<file path="src/rtl/obst_pkg.sv">
package obst_pkg;

  localparam int FREQ_W = 16;
  localparam int COST_W = 32;
  localparam logic [COST_W-1:0] COST_MAX = '1;

  typedef struct packed {
    logic [FREQ_W-1:0] freq;
    logic              last_item;
  } key_item_t;

  typedef struct packed {
    logic [COST_W-1:0] min_cost;
    logic              overflowed;
  } cost_item_t;

  // side flags that travel with the registered memory reads
  typedef struct packed {
    logic left_empty;
    logic right_empty;
    logic low_zero;
  } eval_flags_t;

  typedef enum logic [3:0] {
    S_LOAD,
    S_DIAG,
    S_IV,
    S_IV2,
    S_K,
    S_K2,
    S_K3,
    S_WR,
    S_FIN,
    S_FIN2
  } obst_state_t;

endpackage

</file>
<file path="src/rtl/obst_eval.sv">
module obst_eval #(
  parameter int PW = 25,
  parameter int SW = 34
) (
  input  logic                          clk,
  input  logic [PW-1:0]                 wsum,
  input  logic [PW-1:0]                 p_hi,
  input  logic [PW-1:0]                 p_lo,
  input  logic [obst_pkg::COST_W-1:0]   cost_l,
  input  logic [obst_pkg::COST_W-1:0]   cost_r,
  input  obst_pkg::eval_flags_t         flags,
  output logic [SW-1:0]                 c
);
  import obst_pkg::*;

  logic [PW-1:0] fk;
  logic [SW-1:0] c_next;

  // split weight minus the root's own frequency plus both subtree costs
  always_comb begin
    fk = p_hi - (flags.low_zero ? '0 : p_lo);
    c_next = SW'(wsum - fk)
           + (flags.left_empty ? '0 : SW'(cost_l))
           + (flags.right_empty ? '0 : SW'(cost_r));
  end

  always_ff @(posedge clk) begin
    c <= c_next;
  end

endmodule

</file>
<file path="config.mk">
export PLATFORM = sky130hd
export DESIGN_NAME = obst_eval
export DESIGN_NICKNAME = d
export VERILOG_FILES = /design/src/rtl/obst_pkg.sv /design/src/rtl/obst_eval.sv
export SDC_FILE = /design/constraint.sdc
export NUM_CORES = 1
export LEC_CHECK = 0
export CORE_MARGIN = 3
export CORE_UTILIZATION = 65
export CTS_CLUSTER_SIZE = 24
export DETAILED_ROUTE_END_ITERATION = 7
export DONT_BUFFER_PORTS = 1
export PLACE_DENSITY = 0.81
export SETUP_SLACK_MARGIN = 0.4
export SLEW_MARGIN = 20
export SYNTH_ARGS = -nofsm -noshare
export SYNTH_HDL_FRONTEND = slang
export SYNTH_SLANG_ARGS = --single-unit
</file>
<file path="constraint.sdc">
create_clock -name clk -period 13.9 [get_ports clk]
set_clock_uncertainty 0.15 [all_clocks]
set_input_delay 0.695 -clock clk [delete_from_list [all_inputs] [get_ports clk]]
set_output_delay 0.695 -clock clk [all_outputs]
set_load 0.05 [all_outputs]
</file>
==> results of run 1 <==
## critical path: cells and delay by family
kind                       cells  cell delay, ps
adders and majority gates      4            1590
and+or+nand+nor                6             820
xor gates and xnor gates       2             290
buffers and inverters          2             340
AOI/OAI and AO/OA             16            3560
## cell usage in the layout (no fill, tap or decap), drive strengths merged, types with 7 or more instances in the layout
master | netlist | final
a211oi | 10 | 10
a21o | 38 | 38
a21oi | 57 | 57
a31oi | 11 | 11
and3 | 7 | 7
clkbuf | 12 | 7
dfxtp | 34 | 34
fa | 35 | 35
ha | 81 | 81
inv | 90 | 90
nand2 | 33 | 33
nand2b | 103 | 103
nand3 | 13 | 13
nor2 | 39 | 39
nor2b | 14 | 14
nor3 | 9 | 9
o21a | 9 | 9
o21ai | 36 | 36
o21bai | 7 | 7
o31ai | 7 | 7
xnor2 | 36 | 36
xor2 | 26 | 26
## through the flow
| step | power [mW] | hold WS [ps] | setup slack [ps] | utilization |
|---|---|---|---|---|
| floorplan | 1.01 | 850 | 7180 | - |
| global placement | 1.15 | 866 | 6820 | 0.689 |
| detailed placement | 1.17 | 882 | 6530 | 0.689 |
| CTS | 1.25 | 575 | 6790 | 0.700 |
| global route | 1.38 | 626 | 6050 | 0.700 |
| finish | 1.25 | 583 | 6690 | 0.700 |
## layer usage
layer	up-vias	part of all wire	GRT usage	wire, µm
met5	-	0	0	0
met3	30	0.083	0.0505	1150
li1	2605	-	-	-
met2	215	0.46	0.427	6320
met4	0	0.025	0.0626	338
met1	2307	0.43	0.366	5970
## cell families (layout without fill, tap and decap cells)
kind of cell | after synthesis | after routing | synth area share
and+or+nand+nor | 241 | 241 | 0.219
adders and majority gates | 116 | 116 | 0.285
DFF | 34 | 34 | 0.113
xor gates and xnor gates | 62 | 62 | 0.0904
buffers and inverters | 102 | 98 | 0.0637
AOI/OAI and AO/OA | 205 | 205 | 0.229
## cell type report
cell class / instances / area, µm² / area share
multi-input cells: 624 / 4950 / 0.799
flip-flops and latches: 34 / 681 / 0.110
inverters: 90 / 338 / 0.0546
well taps: 108 / 135 / 0.0218
clock buffers: 7 / 86.3 / 0.0139
clock inverters: 1 / 5.00 / 0.000808
## worst max-delay path by stage
| stage | startpoint | endpoint | slack [ps] | depth (start not counted) |
|---|---|---|---|---|
| final | flags[0] | c[33] | 6690 | 30 |
| after global routing | p_lo[0] | c[33] | 6050 | 31 |
| after CTS | flags[0] | c[33] | 6790 | 30 |
| after detailed placement | flags[0] | c[33] | 6530 | 30 |
| after global placement | flags[0] | c[33] | 6820 | 30 |
| after floorplan | flags[0] | c[33] | 7180 | 31 |
## where the power goes
part | internal [mW] | switching [mW] | total, mW
Clock | 0.0400 | 0.0364 | 0.0764
Combinational | 0.351 | 0.467 | 0.818
Sequential | 0.160 | 0.200 | 0.359
Total | 0.551 | 0.703 | 1.25
==> flow_summary.yaml, run 1 <==
outcome:
  outcome: "completed"
logic_synthesis:
  synthTopCellsByCount: "nand2b_1, inv_1, ha_1"
  synth_most_common_cell: "nand2b_1"
  avgSynthCellArea_um2: 7.91
  ys_async_sr_fraction: 0
  ys_seq_elements: 34
  synth_top_area_frac: 0.169
  ys_warn_count: 0
  synth_flop_cell: "dfxtp_1"
  synth_area_leaders: "ha_1, fa_1, dfxtp_1"
  synth_area_leader_cell: "ha_1"
  synth_nets: 1019
  syn_inst: 760
  syn_area_um2: 6010
  yosysSeqAreaShare: 0.113
  yosysUniqueCellTypes: 56
  synth_edf_count: 0
global_routing:
  antenna_found_initial: 0
  grt_pass1_vias: 4994
  grt_pass1_wl_um: 22700
  grt_overflow_total: 0
  grt_usage: 0.264
  grt_start_max_net_pins: 33
power_and_ir_drop:
  powerDensity_nw_per_um2: 203
  p_leak_nw: 3.09
  peakVddDrop_mv: 0.0924
worst_hold_path:
  holdPathEnd: "c[0]"
  hold_start: "flags[2]"
  holdPathStages: 2
  hp-class: "in -> reg"
routing:
  drt-initial-drc-count: 191
  vias: 5157
  via_per_inst: 5.97
  drc: 0
  wl_per_cell_um: 16.0
  drt-total-wl_um: 13800
  detail-route-antenna-nets: 0
  dr.pass1.iters: 5
cts:
  cts_sinks: 34
  cts_hold_buf: 0
  cts-root-buf: "clkbuf_8"
  clk_path_buf_depth: 2
  cts_buffers: 5
  h-tree-depth: 2
  postCtsSetupRepairBufs: 0
  cts_tree: "built"
  cts_resized: 0
  path_clk_slew_ps: 80
cells_and_area:
  antenna_cells: 0
  fillCellCount: 750
  nets: 1014
  largest_register: "c"
  synthToLayoutAreaGrowth_pct: 3.02
  largest_reg_flops: 34
  design_area_um2: 6190
  fin_cells: 864
  drive_above_1_share: 0.0212
  reg.largest.list: "c (34)"
critical_path:
  cp_max_fo: 25
  arrival_ps: 7290
  crit_path_end_kind: "flop"
  required_ps: 13980
  crit_type: "in -> reg"
  start_kind: "primary input"
  crit_path_top_delay_cell: "fa_1"
  crit_top_cell: "a31oi_1"
  critPathMaxStageDelay_ps: 600
sta:
  fin_setup_tns_ps: 0
  min_period_over_period: 0.519
  period_needed_ps: 7210
  rsz0062_at_grt: "no"
  slew_violations: 0
  tightest_slew_ps: 513
  fmax_ghz: 0.139
  hold_viol: 0
  max_slew_margin: 0.657
  setup_viol: 0
floorplan:
  die_area_um2: 10400
  start_util: 0.679
  io_pins: 177
  core_area_um2: 8850
  dieHeight_um: 102
  die_w_um: 102
  rows: 34
placed_design:
  dpl.hpwl_um: 12000
  port-buffer-count: 0
  globalplace.congestion: 0.957
  dp_cells: 856
  placed_area_um2: 6100
run:
  drv_cap: 0
No activity file was read; power rests on OpenSTA's default activity.
==> inputs of run 2 (changes only) <==
--- a/config.mk
+++ b/config.mk
@@ -6,11 +6,11 @@
 export NUM_CORES = 1
 export LEC_CHECK = 0
 export CORE_MARGIN = 3
-export CORE_UTILIZATION = 65
+export CORE_UTILIZATION = 60
 export CTS_CLUSTER_SIZE = 24
 export DETAILED_ROUTE_END_ITERATION = 7
 export DONT_BUFFER_PORTS = 1
-export PLACE_DENSITY = 0.81
+export PLACE_DENSITY = 0.79
 export SETUP_SLACK_MARGIN = 0.4
 export SLEW_MARGIN = 20
 export SYNTH_ARGS = -nofsm -noshare
==> constraint.sdc (replaced) <==
create_clock -name clk -period 6.54 [get_ports clk]
set_clock_uncertainty 0.15 [all_clocks]
set_input_delay 0.327 -clock clk [delete_from_list [all_inputs] [get_ports clk]]
set_output_delay 0.327 -clock clk [all_outputs]
set_load 0.05 [all_outputs]
==> flow_summary.yaml, run 2 (synthesized netlist as in run 1, its figures left out) <==
outcome:
  outcome: "completed"
power_and_ir_drop:
  p_leak_nw: 3.41
  power.internal_mw: 1.55
  switching_power_mw: 1.85
  clock_power_share: 0.043
  peakVddDrop_mv: 0.261
  swShare: 0.544
  report.power.total_mw: 3.41
  powerDensity_nw_per_um2: 456
  pwr-share-seq: 0.225
  power_frac_comb: 0.732
sta:
  max_slew_margin: 0.651
  fin_setup_tns_ps: 0
  setup_viol: 0
  fmax_ghz: 0.161
  hold_viol: 0
  slew_violations: 0
  min_period_over_period: 0.948
  rsz0062_at_grt: "yes"
  tightest_slew_ps: 523
  period_needed_ps: 6200
global_routing:
  grt_pass1_wl_um: 25200
  antenna_found_initial: 0
  grt_usage: 0.268
  grt_pass1_vias: 5395
  grt_overflow_total: 0
  grt_start_max_net_pins: 33
cells_and_area:
  regArea_um2: 681
  drive_above_1_share: 0.248
  largest_register: "c"
  design_area_um2: 7460
  antenna_cells: 0
  synthToLayoutAreaGrowth_pct: 24.2
  largest_reg_flops: 34
  layout_common_cells: "nand2b_1, inv_1, ha_1, buf_4, a21o_1"
  nets: 1059
  reg.largest.list: "c (34)"
  layout_commonest_cell: "nand2b_1"
  multi_input_area_um2: 5840
  fillCellCount: 636
worst_hold_path:
  holdPathEnd: "c[0]"
  hp-class: "in -> reg"
  holdPathStages: 2
  hold_start: "flags[2]"
floorplan:
  die_area_um2: 11300
  dieHeight_um: 106
  die_w_um: 106
  io_pins: 177
  rows: 35
  core_area_um2: 9500
  start_util: 0.632
routing:
  vias: 5812
  dr.pass1.iters: 6
  drc: 0
  detail-route-antenna-nets: 0
  drt-total-wl_um: 18100
  wl_per_cell_um: 19.5
  via_per_inst: 6.26
  drt-initial-drc-count: 323
critical_path:
  required_ps: 6570
  crit_type: "in -> reg"
  cp_max_fo: 25
  crit_path_end_kind: "flop"
  start_kind: "primary input"
  arrival_ps: 6230
placed_design:
  placed_area_um2: 6230
  dpl.hpwl_um: 13000
  globalplace.congestion: 0.906
  port-buffer-count: 0
run:
  drv_cap: 0
cts:
  h-tree-depth: 2
  cts_tree: "built"
  cts_sinks: 34
  path_clk_slew_ps: 70
  clk_path_buf_depth: 2
  cts_hold_buf: 0
  cts_buffers: 5
  cts-root-buf: "clkbuf_8"
## run 2: cell count changes in the layout (fill, tap and decap cells not counted), sizes merged
cell,before,now
clkbuf,7,5
buf,0,45
inv,90,89
clkinv,1,3
## run 2: worst max path at each step
stage               startpoint    end  cells after the start
global route          flags[0]  c[32]                     33
finish                flags[0]  c[33]                     28
CTS                    p_lo[0]  c[32]                     30
detailed placement    flags[0]  c[33]                     29
global placement       p_lo[0]  c[33]                     31
floorplan             flags[0]  c[33]                     31
## run 2: timing repair
item / in CTS / in global routing
gates resized for setup: 15 / 173
setup endpoints to repair: 6 / 10
setup buffers: 4 / 31
pin swaps: 7 / 105
## run 2: through the flow
stage | std cells | utilization | setup slack [ps] | hold WS (ps)
2_1_floorplan | 760 | - | 418 | 482
3_3_place_gp | 887 | 0.656 | -158 | 499
3_5_place_dp | 887 | 0.656 | -133 | 521
4_1_cts | 898 | 0.675 | 411 | 227
5_1_grt | 929 | 0.786 | 98.5 | 265
6_report | 929 | 0.786 | 340 | 231
## run 2: layout make-up
cell class / instances / area share
multi-input combinational: 624 / 0.783
sequential: 34 / 0.0912
timing repair buffer: 45 / 0.0478
inverter: 90 / 0.0459
tap: 129 / 0.0216
clock buffer: 5 / 0.00922
clock inverter: 2 / 0.00134
## run 2: per-layer routing
metal	GRT usage	vias to the layer above	routed length, µm
met1	0.339	2763	7230
met5	0	-	0
li1	-	2690	-
met4	0.0796	0	569
met3	0.0504	61	1290
met2	0.466	298	9020
## run 2: worst max-delay path, stage by stage
cell and delay, ps:
nand2b_1 160, ha_4 250, nor2b_2 160, o31a_1 300
o41a_1 440, o31ai_4 300, a31oi_4 180, xnor2_2 170
ha_1 330, buf_6 140, nor2b_4 110, o21ai_1 190
nand2_1 120, or2_4 300, a21oi_1 220, xor2_1 140
fa_1 510, inv_1 60, ha_4 300, and4_4 250
nand2_1 70, nor2_2 130, a21oi_2 50, a31oi_2 250
a31oi_2 200, o31ai_2 310, o21ai_1 130, xnor2_1 140
## run 2: power by group through the flow
stage	registers (mW)	logic (mW)	clock network, mW
final	0.767	2.49	0.145
after global routing	0.779	2.69	0.151
after CTS	0.772	1.84	0.148
after detailed placement	0.778	1.78	0
after global placement	0.776	1.72	0
after floorplan	0.759	1.41	0
